**config.mk**
```make
export PLATFORM = sky130hd
export DESIGN_NAME = tls_sni_extractor
export DESIGN_NICKNAME = d
export VERILOG_FILES = /design/src/tse_pkg.sv /design/src/tls_sni_extractor.sv /design/src/tse_front.sv /design/src/tse_queue.sv /design/src/tse_back.sv
export SDC_FILE = /design/constraint.sdc
export NUM_CORES = 1
export LEC_CHECK = 0
export ABC_AREA = 1
export BUFFER_PORTS_ARGS = -buffer_cell sky130_fd_sc_hd__clkbuf_2
export CORE_MARGIN = 1.5
export CORE_UTILIZATION = 51
export CTS_BUF_LIST = sky130_fd_sc_hd__clkbuf_4
export CTS_CLUSTER_DIAMETER = 100
export DETAILED_ROUTE_END_ITERATION = 8
export GPL_TIMING_DRIVEN = 0
export PLACE_DENSITY = 0.7
export SYNTH_ARGS = -nofsm -noshare
export SYNTH_HDL_FRONTEND = slang
export SYNTH_HIERARCHICAL = 1
export SYNTH_SLANG_ARGS = --single-unit
```
**constraint.sdc**
```tcl
create_clock -name clk -period 3.48 [get_ports clk]
set_input_delay 0 -clock clk [delete_from_list [all_inputs] [get_ports clk]]
set_output_delay 0 -clock clk [all_outputs]
set_load 0.005 [all_outputs]
```
**src/tse_pkg.sv**
```systemverilog
`timescale 1ns / 1ps
// ----------------------------------------------------------------------------
// TLS SNI extractor package
// Shared types and constants for the ClientHello server name extractor.
// ----------------------------------------------------------------------------
package tse_pkg;

    // Record layout constants.
    localparam logic [7:0] TSE_CT_HANDSHAKE   = 8'h16;
    localparam logic [7:0] TSE_HS_CLIENT_HELO = 8'h01;
    localparam logic [7:0] TSE_NAME_TYPE_HOST = 8'h00;
    localparam logic [5:0] TSE_HDR_BYTES      = 6'd43;
    localparam logic [5:0] TSE_MSG_TYPE_POS   = 6'd5;
    localparam logic [15:0] TSE_EXT_SNI       = 16'h0000;

    // Default depth of the step queue between parser and result stage.
    localparam int TSE_QUEUE_DEPTH = 4;

    typedef enum logic [2:0] {
        VERD_FOUND   = 3'd0,
        VERD_SHORT   = 3'd1,
        VERD_NOT_HS  = 3'd2,
        VERD_NOT_CH  = 3'd3,
        VERD_NO_SNI  = 3'd4
    } tse_verdict_t;

    typedef enum logic {
        KIND_NAME    = 1'b0,
        KIND_VERDICT = 1'b1
    } tse_kind_t;

    typedef struct packed {
        logic [7:0] data_byte;
        logic       end_of_packet;
    } tse_in_t;

    typedef struct packed {
        tse_kind_t    result_kind;
        logic [7:0]   name_byte;
        tse_verdict_t verdict;
        logic [15:0]  name_length;
        logic         last_of_packet;
    } tse_result_t;

    // Everything one input byte produces: an optional name byte and an
    // optional verdict, the name byte always delivered first.
    typedef struct packed {
        logic         name_valid;
        logic [7:0]   name_byte;
        logic         verdict_valid;
        tse_verdict_t verdict;
        logic [15:0]  name_length;
    } tse_step_t;

endpackage

```
**src/tls_sni_extractor.sv**
```systemverilog
`timescale 1ns / 1ps
// ----------------------------------------------------------------------------
// TLS SNI extractor top level
// Parses a captured TLS ClientHello byte by byte and reports the server name.
// ----------------------------------------------------------------------------
// The block takes one record byte per cycle while the input is not stalled
// and returns each host name byte as it arrives, followed by one verdict
// transaction on the last byte of every packet. A result passes through the
// step queue and the output register before it reaches the result port. The
// parser feeds a queue of QUEUE_DEPTH step records; the input stalls only
// when that queue is full, which happens when the sink stalls or when an end
// byte that also carries a name byte needs two output transactions. With a sink
// that never stalls the block sustains one byte per cycle.
// ----------------------------------------------------------------------------
module tls_sni_extractor #(
    parameter int QUEUE_DEPTH = tse_pkg::TSE_QUEUE_DEPTH
) (
    input  logic                 clk,
    input  logic                 rst_n,
    input  logic                 byte_valid,
    output logic                 byte_stall,
    input  tse_pkg::tse_in_t     byte_data,
    output logic                 result_valid,
    input  logic                 result_stall,
    output tse_pkg::tse_result_t result_data
);
    import tse_pkg::*;

    logic      push;
    tse_step_t push_data;
    logic      pop;
    logic      empty;
    logic      full;
    tse_step_t head;

    tse_front u_front (
        .clk        (clk),
        .rst_n      (rst_n),
        .byte_valid (byte_valid),
        .byte_stall (byte_stall),
        .byte_data  (byte_data),
        .queue_full (full),
        .push       (push),
        .push_data  (push_data)
    );

    tse_queue #(
        .DEPTH (QUEUE_DEPTH)
    ) u_queue (
        .clk       (clk),
        .rst_n     (rst_n),
        .push      (push),
        .push_data (push_data),
        .pop       (pop),
        .empty     (empty),
        .full      (full),
        .head      (head)
    );

    tse_back u_back (
        .clk          (clk),
        .rst_n        (rst_n),
        .empty        (empty),
        .head         (head),
        .pop          (pop),
        .result_valid (result_valid),
        .result_stall (result_stall),
        .result_data  (result_data)
    );

endmodule

```
**src/tse_front.sv**
```systemverilog
`timescale 1ns / 1ps
// ----------------------------------------------------------------------------
// TLS SNI extractor parser front
// Accepts record bytes, tracks the ClientHello layout and produces one step
// record per byte that has something to report.
// ----------------------------------------------------------------------------
module tse_front (
    input  logic              clk,
    input  logic              rst_n,
    input  logic              byte_valid,
    output logic              byte_stall,
    input  tse_pkg::tse_in_t  byte_data,
    input  logic              queue_full,
    output logic              push,
    output tse_pkg::tse_step_t push_data
);
    import tse_pkg::*;

    typedef enum logic [13:0] {
        PH_HEADER      = 14'b00000000000001,
        PH_SID_LEN     = 14'b00000000000010,
        PH_CS_HI       = 14'b00000000000100,
        PH_CS_LO       = 14'b00000000001000,
        PH_COMP_LEN    = 14'b00000000010000,
        PH_EXT_TYPE_HI = 14'b00000000100000,
        PH_EXT_TYPE_LO = 14'b00000001000000,
        PH_EXT_LEN_HI  = 14'b00000010000000,
        PH_EXT_LEN_LO  = 14'b00000100000000,
        PH_NAME_TYPE   = 14'b00001000000000,
        PH_NAME_LEN_HI = 14'b00010000000000,
        PH_NAME_LEN_LO = 14'b00100000000000,
        PH_NAME_BYTES  = 14'b01000000000000,
        PH_DONE        = 14'b10000000000000
    } tse_phase_t;

    logic [5:0]   byte_pos_reg,   byte_pos_next;
    tse_phase_t   phase_reg,      phase_next;
    logic [16:0]  skip_reg,       skip_next;
    logic [7:0]   hi_reg,         hi_next;
    logic [15:0]  ext_kind_reg,   ext_kind_next;
    logic [15:0]  ext_rem_reg,    ext_rem_next;
    logic [15:0]  name_rem_reg,   name_rem_next;
    logic [15:0]  name_total_reg, name_total_next;
    tse_verdict_t pending_reg,    pending_next;
    logic         confirmed_reg,  confirmed_next;

    logic         accept;
    logic         in_ext;
    logic [15:0]  ext_dec;
    logic [7:0]   b;
    tse_step_t    step;
    tse_verdict_t final_verdict;

    assign byte_stall = queue_full;
    assign accept     = byte_valid && !byte_stall;
    assign b          = byte_data.data_byte;
    assign ext_dec    = (ext_rem_reg != '0) ? ext_rem_reg - 16'd1 : ext_rem_reg;
    assign in_ext     = (phase_reg == PH_NAME_TYPE) || (phase_reg == PH_NAME_LEN_HI) ||
                        (phase_reg == PH_NAME_LEN_LO) || (phase_reg == PH_NAME_BYTES);

    always_comb
    begin
        byte_pos_next   = byte_pos_reg;
        phase_next      = phase_reg;
        skip_next       = skip_reg;
        hi_next         = hi_reg;
        ext_kind_next   = ext_kind_reg;
        ext_rem_next    = ext_rem_reg;
        name_rem_next   = name_rem_reg;
        name_total_next = name_total_reg;
        pending_next    = pending_reg;
        confirmed_next  = confirmed_reg;
        step            = '0;
        final_verdict   = VERD_SHORT;

        if (phase_reg == PH_HEADER)
        begin
            if (byte_pos_reg == '0)
                pending_next = (b == TSE_CT_HANDSHAKE) ? VERD_NO_SNI : VERD_NOT_HS;
            if (byte_pos_reg == TSE_MSG_TYPE_POS && pending_reg == VERD_NO_SNI &&
                b != TSE_HS_CLIENT_HELO)
                pending_next = VERD_NOT_CH;
            if (byte_pos_reg >= TSE_HDR_BYTES - 6'd1)
            begin
                byte_pos_next = TSE_HDR_BYTES;
                phase_next    = (pending_next == VERD_NO_SNI) ? PH_SID_LEN : PH_DONE;
            end
            else
            begin
                byte_pos_next = byte_pos_reg + 6'd1;
            end
        end
        else if (phase_reg == PH_DONE)
        begin
            // Parsing is over; wait for the end of the packet.
        end
        else if (skip_reg != '0)
        begin
            skip_next = skip_reg - 17'd1;
            if (in_ext)
                ext_rem_next = ext_dec;
        end
        else
        begin
            case (phase_reg)
                PH_SID_LEN:
                begin
                    skip_next  = {9'd0, b};
                    phase_next = PH_CS_HI;
                end
                PH_CS_HI:
                begin
                    hi_next    = b;
                    phase_next = PH_CS_LO;
                end
                PH_CS_LO:
                begin
                    skip_next  = {1'b0, hi_reg, b};
                    phase_next = PH_COMP_LEN;
                end
                PH_COMP_LEN:
                begin
                    // Compression methods plus the extensions length field.
                    skip_next  = {9'd0, b} + 17'd2;
                    phase_next = PH_EXT_TYPE_HI;
                end
                PH_EXT_TYPE_HI:
                begin
                    hi_next    = b;
                    phase_next = PH_EXT_TYPE_LO;
                end
                PH_EXT_TYPE_LO:
                begin
                    ext_kind_next = {hi_reg, b};
                    phase_next    = PH_EXT_LEN_HI;
                end
                PH_EXT_LEN_HI:
                begin
                    hi_next    = b;
                    phase_next = PH_EXT_LEN_LO;
                end
                PH_EXT_LEN_LO:
                begin
                    if (ext_kind_reg == TSE_EXT_SNI)
                    begin
                        ext_rem_next = {hi_reg, b};
                        // Skip the server name list length.
                        skip_next    = 17'd2;
                        phase_next   = PH_NAME_TYPE;
                    end
                    else
                    begin
                        skip_next  = {1'b0, hi_reg, b};
                        phase_next = PH_EXT_TYPE_HI;
                    end
                end
                PH_NAME_TYPE:
                begin
                    ext_rem_next = ext_dec;
                    if (b != TSE_NAME_TYPE_HOST)
                    begin
                        skip_next  = {1'b0, ext_dec};
                        phase_next = PH_EXT_TYPE_HI;
                    end
                    else
                    begin
                        phase_next = PH_NAME_LEN_HI;
                    end
                end
                PH_NAME_LEN_HI:
                begin
                    ext_rem_next = ext_dec;
                    hi_next      = b;
                    phase_next   = PH_NAME_LEN_LO;
                end
                PH_NAME_LEN_LO:
                begin
                    ext_rem_next    = ext_dec;
                    name_total_next = {hi_reg, b};
                    name_rem_next   = {hi_reg, b};
                    phase_next      = PH_NAME_BYTES;
                end
                PH_NAME_BYTES:
                begin
                    ext_rem_next = ext_dec;
                    if (name_rem_reg != '0)
                    begin
                        step.name_valid = 1'b1;
                        step.name_byte  = b;
                        name_rem_next   = name_rem_reg - 16'd1;
                    end
                end
                default:
                begin
                    phase_next = PH_DONE;
                end
            endcase
        end

        // The name counts only once both the name and its extension are whole.
        if (phase_next == PH_NAME_BYTES && name_rem_next == '0 && ext_rem_next == '0)
        begin
            confirmed_next = 1'b1;
            phase_next     = PH_DONE;
        end

        if (byte_data.end_of_packet)
        begin
            if (byte_pos_next < TSE_HDR_BYTES)
                final_verdict = VERD_SHORT;
            else if (confirmed_next)
                final_verdict = VERD_FOUND;
            else
                final_verdict = pending_next;
            step.verdict_valid = 1'b1;
            step.verdict       = final_verdict;
            step.name_length   = (final_verdict == VERD_FOUND) ? name_total_next : 16'd0;

            byte_pos_next   = '0;
            phase_next      = PH_HEADER;
            skip_next       = '0;
            hi_next         = '0;
            ext_kind_next   = '0;
            ext_rem_next    = '0;
            name_rem_next   = '0;
            name_total_next = '0;
            pending_next    = VERD_SHORT;
            confirmed_next  = 1'b0;
        end
    end

    assign push      = accept && (step.name_valid || step.verdict_valid);
    assign push_data = step;

    always_ff @(posedge clk or negedge rst_n)
    begin
        if (!rst_n)
        begin
            byte_pos_reg   <= '0;
            phase_reg      <= PH_HEADER;
            skip_reg       <= '0;
            hi_reg         <= '0;
            ext_kind_reg   <= '0;
            ext_rem_reg    <= '0;
            name_rem_reg   <= '0;
            name_total_reg <= '0;
            pending_reg    <= VERD_SHORT;
            confirmed_reg  <= 1'b0;
        end
        else if (accept)
        begin
            byte_pos_reg   <= byte_pos_next;
            phase_reg      <= phase_next;
            skip_reg       <= skip_next;
            hi_reg         <= hi_next;
            ext_kind_reg   <= ext_kind_next;
            ext_rem_reg    <= ext_rem_next;
            name_rem_reg   <= name_rem_next;
            name_total_reg <= name_total_next;
            pending_reg    <= pending_next;
            confirmed_reg  <= confirmed_next;
        end
    end

    // A packet end always returns the parser to the start of a record.
    assert property (@(posedge clk) disable iff (!rst_n)
        accept && byte_data.end_of_packet |=> phase_reg == PH_HEADER && byte_pos_reg == '0)
        else $error("parser not rewound after end of packet");

    // Once the name is confirmed, the parser must have left the name phase.
    assert property (@(posedge clk) disable iff (!rst_n)
        confirmed_reg |-> phase_reg == PH_DONE)
        else $error("confirmed name while still parsing");

    // A found verdict needs the whole header and a name that is or becomes confirmed.
    assert property (@(posedge clk) disable iff (!rst_n)
        push && push_data.verdict_valid && push_data.verdict == VERD_FOUND |->
            byte_pos_reg == TSE_HDR_BYTES && (confirmed_reg || phase_reg != PH_DONE))
        else $error("found verdict without a confirmed name");

endmodule

```
**src/tse_queue.sv**
```systemverilog
`timescale 1ns / 1ps
// ----------------------------------------------------------------------------
// TLS SNI extractor step queue
// Small first-in first-out buffer of step records between parser and result
// stage.
// ----------------------------------------------------------------------------
module tse_queue #(
    parameter int DEPTH = tse_pkg::TSE_QUEUE_DEPTH
) (
    input  logic               clk,
    input  logic               rst_n,
    input  logic               push,
    input  tse_pkg::tse_step_t push_data,
    input  logic               pop,
    output logic               empty,
    output logic               full,
    output tse_pkg::tse_step_t head
);
    import tse_pkg::*;

    localparam int PW = $clog2(DEPTH);
    localparam int CW = $clog2(DEPTH + 1);

    tse_step_t     entry_reg [DEPTH];
    logic [PW-1:0] wr_ptr_reg, wr_ptr_next;
    logic [PW-1:0] rd_ptr_reg, rd_ptr_next;
    logic [CW-1:0] count_reg,  count_next;

    assign empty = (count_reg == '0);
    assign full  = (count_reg == CW'(DEPTH));
    assign head  = entry_reg[rd_ptr_reg];

    always_comb
    begin
        wr_ptr_next = wr_ptr_reg;
        rd_ptr_next = rd_ptr_reg;
        count_next  = count_reg;
        if (push)
            wr_ptr_next = (wr_ptr_reg == PW'(DEPTH - 1)) ? '0 : wr_ptr_reg + 1'b1;
        if (pop)
            rd_ptr_next = (rd_ptr_reg == PW'(DEPTH - 1)) ? '0 : rd_ptr_reg + 1'b1;
        if (push && !pop)
            count_next = count_reg + 1'b1;
        else if (pop && !push)
            count_next = count_reg - 1'b1;
    end

    always_ff @(posedge clk or negedge rst_n)
    begin
        if (!rst_n)
        begin
            wr_ptr_reg <= '0;
            rd_ptr_reg <= '0;
            count_reg  <= '0;
        end
        else
        begin
            wr_ptr_reg <= wr_ptr_next;
            rd_ptr_reg <= rd_ptr_next;
            count_reg  <= count_next;
        end
    end

    always_ff @(posedge clk)
    begin
        if (push)
            entry_reg[wr_ptr_reg] <= push_data;
    end

    assert property (@(posedge clk) disable iff (!rst_n) push |-> !full)
        else $error("step queue overflow");

    assert property (@(posedge clk) disable iff (!rst_n) pop |-> !empty)
        else $error("step queue underflow");

endmodule

```
**src/tse_back.sv**
```systemverilog
`timescale 1ns / 1ps
// ----------------------------------------------------------------------------
// TLS SNI extractor result stage
// Splits each step record into its result transactions and holds them in the
// output register until the sink takes them.
// ----------------------------------------------------------------------------
module tse_back (
    input  logic                 clk,
    input  logic                 rst_n,
    input  logic                 empty,
    input  tse_pkg::tse_step_t   head,
    output logic                 pop,
    output logic                 result_valid,
    input  logic                 result_stall,
    output tse_pkg::tse_result_t result_data
);
    import tse_pkg::*;

    logic        out_valid_reg, out_valid_next;
    tse_result_t out_reg,       out_next;
    logic        name_sent_reg, name_sent_next;
    logic        load;

    assign load = !out_valid_reg || !result_stall;

    always_comb
    begin
        out_valid_next = out_valid_reg;
        out_next       = out_reg;
        name_sent_next = name_sent_reg;
        pop            = 1'b0;
        if (load)
        begin
            out_valid_next = 1'b0;
            if (!empty)
            begin
                out_valid_next = 1'b1;
                if (head.name_valid && !name_sent_reg)
                begin
                    out_next                = '0;
                    out_next.result_kind    = KIND_NAME;
                    out_next.name_byte      = head.name_byte;
                    out_next.verdict        = VERD_FOUND;
                    if (head.verdict_valid)
                        name_sent_next = 1'b1;
                    else
                        pop = 1'b1;
                end
                else
                begin
                    out_next.result_kind    = KIND_VERDICT;
                    out_next.name_byte      = 8'd0;
                    out_next.verdict        = head.verdict;
                    out_next.name_length    = head.name_length;
                    out_next.last_of_packet = 1'b1;
                    name_sent_next          = 1'b0;
                    pop                     = 1'b1;
                end
            end
        end
    end

    always_ff @(posedge clk or negedge rst_n)
    begin
        if (!rst_n)
        begin
            out_valid_reg <= 1'b0;
            name_sent_reg <= 1'b0;
        end
        else
        begin
            out_valid_reg <= out_valid_next;
            name_sent_reg <= name_sent_next;
        end
    end

    always_ff @(posedge clk)
    begin
        out_reg <= out_next;
    end

    assign result_valid = out_valid_reg;
    assign result_data  = out_reg;

endmodule
```
---- Word level (Yosys, flattened, before mapping) ----
Memories as Yosys holds them, arrays and structs flattened.
Cells that the tools add are included.
word-level totals
  register bits ........................... 151
  bits in writable memories ............... 116
  input port bits ......................... 13
  output and inout port bits .............. 31
  logic and storage cells ................. 183
  memories ................................ 1
memories
  memory             words  width  read ports  clocked after Yosys merged registers in  wr ports  RTL line         text
  u_queue.entry_reg  4      29     1           0                                        1         tse_queue.sv:24  tse_step_t entry_reg [DEPTH];
operators by class
  $add $sub $neg .......................... 9
  $lt $le $gt $ge ......................... 2
  eq/ne operators ......................... 28
  muxes and demuxes ....................... 81
  bitwise operators ....................... 1
  reduce and logical (&&, ||, !) cells .... 41
operator list
  operator                                                              number
  16-bit two-way mux                                                    24
  14-bit case mux with 12 select lines                                  1
  14-bit two-way mux                                                    7
  17-bit two-way mux                                                    5
  17-bit case mux with 5 select lines                                   1
  16-bit case mux with 2 select lines                                   2
  16-bit zero test                                                      3
  9-bit two-way mux                                                     5
  8-bit two-way mux                                                     5
  3-bit two-way mux                                                     11
  16-bit nonzero test                                                   2
  16-bit by 1-bit subtractor with 16-bit output, second input constant  2
  29-bit two-way mux                                                    1
  14-bit by 13-bit == test with 1-bit output, second input constant     2
  20-bit two-way mux                                                    1
  6-bit two-way mux                                                     3
  17-bit nonzero test                                                   1
  17-bit by 1-bit subtractor with 17-bit output, second input constant  1
  5-bit AND reduction                                                   3
  14-bit by 1-bit == test with 1-bit output, second input constant      1
  14-bit by 10-bit == test with 1-bit output, second input constant     1
  14-bit by 11-bit == test with 1-bit output, second input constant     1
  14-bit by 12-bit == test with 1-bit output, second input constant     1
  14-bit == test, second input constant                                 1
  other kinds (38)                                                      77

---- Depth between registers and ports, before layout ----
  depth after elaboration ................. 25
  depth in mapped cells ................... 21
  gate-level depth less buffers ........... 20

---- By module ----
The synthesis kept the hierarchy.
modules (own cells, without submodules)
  module     times used  cells each  area each (um^2)  seq. area each (um^2)
  tse_front  1           1363        8748.4            2830.2
  tse_queue  1           390         5165.0            3658.5
  tse_back   1           100         1218.7            890.9

---- Worst setup path after synthesis ----
No wires, ideal clock.
  path type ............................... register to register
  from .................................... reg u_front.skip_reg[0]
  to ...................................... mem u_queue/entry_reg[1][0] in the netlist's numbering (enable)
  library setup time ...................... 0.384 ns
  data arrival time ....................... 3.048 ns
  data required time ...................... 3.096 ns
  path slack .............................. 0.048 ns
  cell stages (with the launch flop) ...... 16
  buffers on the path ..................... 1
  clock period less this slack ............ 3.432 ns
  cell sequence ........................... dfrtp_1 > inv_1 > ha_1 > nand3_2 > nor2_4 > nand3_2 > nor2_1 > nand2_1 > buf_4 > nor3_1 > inv_1 > nor2_1 > clkinv_1 > a21oi_1 > nand2_1 > inv_1
RTL lines
  item                    RTL line          text
  from (decl)             tse_front.sv:38   logic [16:0] skip_reg, skip_next;
  from (signal assigned)  tse_front.sv:254  skip_reg <= skip_next;
  to (decl)               tse_queue.sv:24

==> flow_metrics.env <==
export IMPL_outcome="complete, no violations"
export IMPL_synth_warning_count=6
export IMPL_worst_clock_skew_ps=65.36
export IMPL_mappedNetlistArea_um2=15130
export IMPL_drv_slew=0
export IMPL_timing_final_setup_violations=0
export IMPL_hpwlAfterDp_mm=30.76
export IMPL_route_vias_total=13960
export IMPL_effective_utilization_at_floorplan_pct=52.30
export IMPL_grt_antenna_before_repair=2
export IMPL_largest_register_ff_count=116
export IMPL_synth_nets=1881
export IMPL_final_hold_violation_count=0
export IMPL_postSynthAreaPerCell_um2=8.166
export IMPL_min_delay_path_class="input port to flop"
export IMPL_ys_flop_type="sky130_fd_sc_hd__edfxtp_1"
export IMPL_synth_largest_area_cell="sky130_fd_sc_hd__edfxtp_1"
export IMPL_first_global_vias=13090
export IMPL_die_h_um=175.3
export IMPL_die_width_um=175.3
export IMPL_timing_final_ws_setup_ps=79.39
export IMPL_cts_root_buf="sky130_fd_sc_hd__clkbuf_4"
export IMPL_clock_sinks=266
export IMPL_numCtsBuffers=73
export IMPL_routed_wirelength_mm=45.27
export IMPL_synth_cell_types=57
export IMPL_slowest_delay_ps=420
export IMPL_path_max_fanout=10
export IMPL_buffer_ports_inserted=43
export IMPL_synthToLayoutAreaGrowth_pct=18.82
export IMPL_fin_hold_ws_ps=146.0
export IMPL_grt_setup_unrepaired="true"
export IMPL_final_util_pct=62.14
export IMPL_cts_htree_levels=3
export IMPL_clock_latency_on_the_worst_skew_pair_ps=710
export IMPL_clock_path_buffers=3
export IMPL_worst_endpoint_required_ps=3980
export IMPL_fin_setup_tns_ps=0
export IMPL_synth_sequential_area_ratio_pct=48.77
export IMPL_critical_path_class="flop to flop"
export IMPL_routed_wirelength_normalized_by_instance_count_um=18.26
export IMPL_cts_tree="yes"
export IMPL_timing_critical_path_from_type="flop"
export IMPL_maxcap_violations=0
export IMPL_dr_pass1_iters=6
export IMPL_timing_critical_path_slowest_stage_cell="sky130_fd_sc_hd__dfrtp_1"
export IMPL_synthArstFlopShare_pct=45.86
export IMPL_postSynthCellCount=1853
export IMPL_route_detailed_vias_per_inst=5.627
export IMPL_detail_route_iter0_violations=1336
export IMPL_fp_dieArea_um2=30710
export IMPL_dp_cells=2281
export IMPL_worstPathArrival_ps=3900
export IMPL_period_minus_slack_ps=3401
export IMPL_ir_drop_mv=0.3983
export IMPL_remaining_drc_errors=0
export IMPL_crit_buf_inv=4
export IMPL_worst_slew_margin_rel_pct=37.78
export IMPL_placement_setup_worst_slack_ps=-1340
export IMPL_grt_max_degree=95
export IMPL_final_cells=2480
export IMPL_core_area_um2=28940
export IMPL_critical_path_cell_chain="nor2_1 > nand2_1 > nor2_1 > nand4_1 > buf_4 > inv_1 > buf_2 > o21ai_0 > nor3_1 > nand3_1 > nor2_4 > nand2_2 > o211ai_1 > nand3_4 > buf_12 > nor2_4"
export IMPL_synth_top_cell_area_share_pct=28.58
export IMPL_power_per_cell_area_nw_per_um2=709.2
export IMPL_min_period_over_period_pct=97.72
export IMPL_number_of_enable_flip_flop_cells_after_synthesis=144
export IMPL_total_nets_final=2064
export IMPL_post_synth_main_area_contributors="sky130_fd_sc_hd__edfxtp_1 (29%), sky130_fd_sc_hd__dfrtp_1 (20%), sky130_fd_sc_hd__nand2_1 (11%)"
export IMPL_max_slew_worst_pin_slew_ps=931.2
export IMPL_global_route_usage_total_pct=29.33
export IMPL_path_clk_slew_ps=70
export IMPL_place_congestion=0.9349
export IMPL_row_count=62
export IMPL_grt_pass1_wl_mm=70.15
export IMPL_synth_ff_latch_count=266
export IMPL_grt_overflow_total=0
export IMPL_regToRegSetupSlack_ps=80
export IMPL_post_route_cells_drive_above_1_share_pct=21.25
export IMPL_postRouteAntennaNets=0
export IMPL_ioPinCount=44
export IMPL_leakage_uw=0.008387
export IMPL_cp_end_kind="flop"
export IMPL_upper_clock_frequency_limit_mhz=294.1
export IMPL_cpLargestDelayFamily="simple AND/OR/NAND/NOR gates"
## layer usage
layer | track usage, % | vias to the layer above | wire [um]
met4 | 14.32 | 0 | 1940
met3 | 5.346 | 138 | 3645
met2 | 47.97 | 682 | 21330
li1 | - | 6575 | -
met1 | 37.69 | 6560 | 18360
met5 | 0 | - | 0
## layout by cell type, fill, tap and decap left out, types with 9 or more instances in the layout
cell                            instances
sky130_fd_sc_hd__a21oi_1               63
sky130_fd_sc_hd__buf_2                 18
sky130_fd_sc_hd__buf_4                 55
sky130_fd_sc_hd__clkbuf_1              25
sky130_fd_sc_hd__clkbuf_2              44
sky130_fd_sc_hd__clkbuf_4             111
sky130_fd_sc_hd__clkinv_1              15
sky130_fd_sc_hd__clkinvlp_4             9
sky130_fd_sc_hd__dfrtp_1              117
sky130_fd_sc_hd__dlygate4sd3_1         14
sky130_fd_sc_hd__edfxtp_1             144
sky130_fd_sc_hd__ha_1                  10
sky130_fd_sc_hd__inv_1                220
sky130_fd_sc_hd__inv_2                 15
sky130_fd_sc_hd__nand2_1              434
sky130_fd_sc_hd__nand2_4               11
sky130_fd_sc_hd__nand3_1              140
sky130_fd_sc_hd__nand4_1               19
sky130_fd_sc_hd__nor2_1               191
sky130_fd_sc_hd__nor2_2                26
sky130_fd_sc_hd__nor2_4                33
sky130_fd_sc_hd__nor3_1                15
sky130_fd_sc_hd__o211ai_1              33
sky130_fd_sc_hd__o211ai_2              30
sky130_fd_sc_hd__o21ai_0              108
sky130_fd_sc_hd__o22ai_1               39
sky130_fd_sc_hd__or2_2                 18
sky130_fd_sc_hd__xor2_1                16
## path summary, 6_finish.rpt
check	startpoint	endpoint	cells past startpoint
setup reg to reg	u_front/skip_reg[12]$_DFFE_PN0P_	u_queue/entry_reg[1][10]$_DFFE_PP_	16
setup / recovery	u_front/skip_reg[12]$_DFFE_PN0P_	u_queue/entry_reg[1][10]$_DFFE_PP_	16
min in group asynchronous	rst_n	u_front/ext_rem_reg[7]$_DFFE_PN0P_	4
max in group asynchronous	rst_n	u_front/phase_reg[6]$_DFFE_PN0P_	4
hold / removal	result_stall	u_back/result_valid$_DFFE_PN0P_	4
hold reg to reg	u_front/hi_reg[2]$_DFFE_PN0P_	u_front/ext_kind_reg[10]$_DFFE_PN0P_	2
## cell usage after synthesis, types with 14 or more instances
cell / number
sky130_fd_sc_hd__inv_1: 233
sky130_fd_sc_hd__edfxtp_1: 144
sky130_fd_sc_hd__o21ai_0: 111
sky130_fd_sc_hd__buf_2: 21
sky130_fd_sc_hd__nand4_1: 19
sky130_fd_sc_hd__o22ai_1: 39
sky130_fd_sc_hd__nor3_1: 15
sky130_fd_sc_hd__a21oi_1: 69
sky130_fd_sc_hd__nor2_1: 217
sky130_fd_sc_hd__xor2_1: 16
sky130_fd_sc_hd__nand3_1: 142
sky130_fd_sc_hd__ha_1: 14
sky130_fd_sc_hd__clkbuf_1: 30
sky130_fd_sc_hd__o211ai_2: 30
sky130_fd_sc_hd__nor2_2: 29
sky130_fd_sc_hd__dfrtp_1: 120
sky130_fd_sc_hd__or2_2: 18
sky130_fd_sc_hd__o211ai_1: 33
sky130_fd_sc_hd__nand2_1: 446
## logic make-up after synthesis
family | synth area share, %
buf+inv | 8.872
flops | 48.77
xor+xnor | 1.158
mux | 0.3308
compound gates | 13.35
simple gates | 26.24
fa+ha+maj | 1.290
## what timing repair did
action,CTS,global route
pin swaps,6,36
endpoints found under the hold margin,173,0
hold buffers,15,0
gates resized for setup,42,115
setup endpoints to repair,199,201
cloned,2,4
setup buffers,4,41
## final cells by class
type / count / area (um2)
antenna: 2 / 5.005
clock buffer: 110 / 825.8
multi-input combinational: 1270 / 6865
clock inverter: 23 / 183.9
tap: 384 / 480.5
timing repair inverter: 1 / 7.507
timing repair buffer: 107 / 809.5
inverter: 247 / 965.9
fill: 2522 / 10960
buffer: 70 / 452.9
sequential: 266 / 7383
## power breakdown
part | internal (uW) | switching (uW) | leakage [uW]
Clock | 1680 | 1370 | 0.000593
Sequential | 4060 | 335 | 0.00300
Combinational | 1800 | 3500 | 0.00479
## worst min-delay path: stages
cell and delay, ps:
sky130_fd_sc_hd__dlygate4sd3_1 520, sky130_fd_sc_hd__clkbuf_2 140, sky130_fd_sc_hd__nand2_1 70, sky130_fd_sc_hd__nand2_1 50
## metrics by stage
step           instance area [um2]  total power, uW
6_report                     17980            12750
5_1_grt                      17980            13560
4_1_cts                      17240            12410
3_5_place_dp                 15880             9192
3_3_place_gp                 15830             9083
2_1_floorplan                15130             7708
No activity file was read; power rests on OpenSTA's default activity.
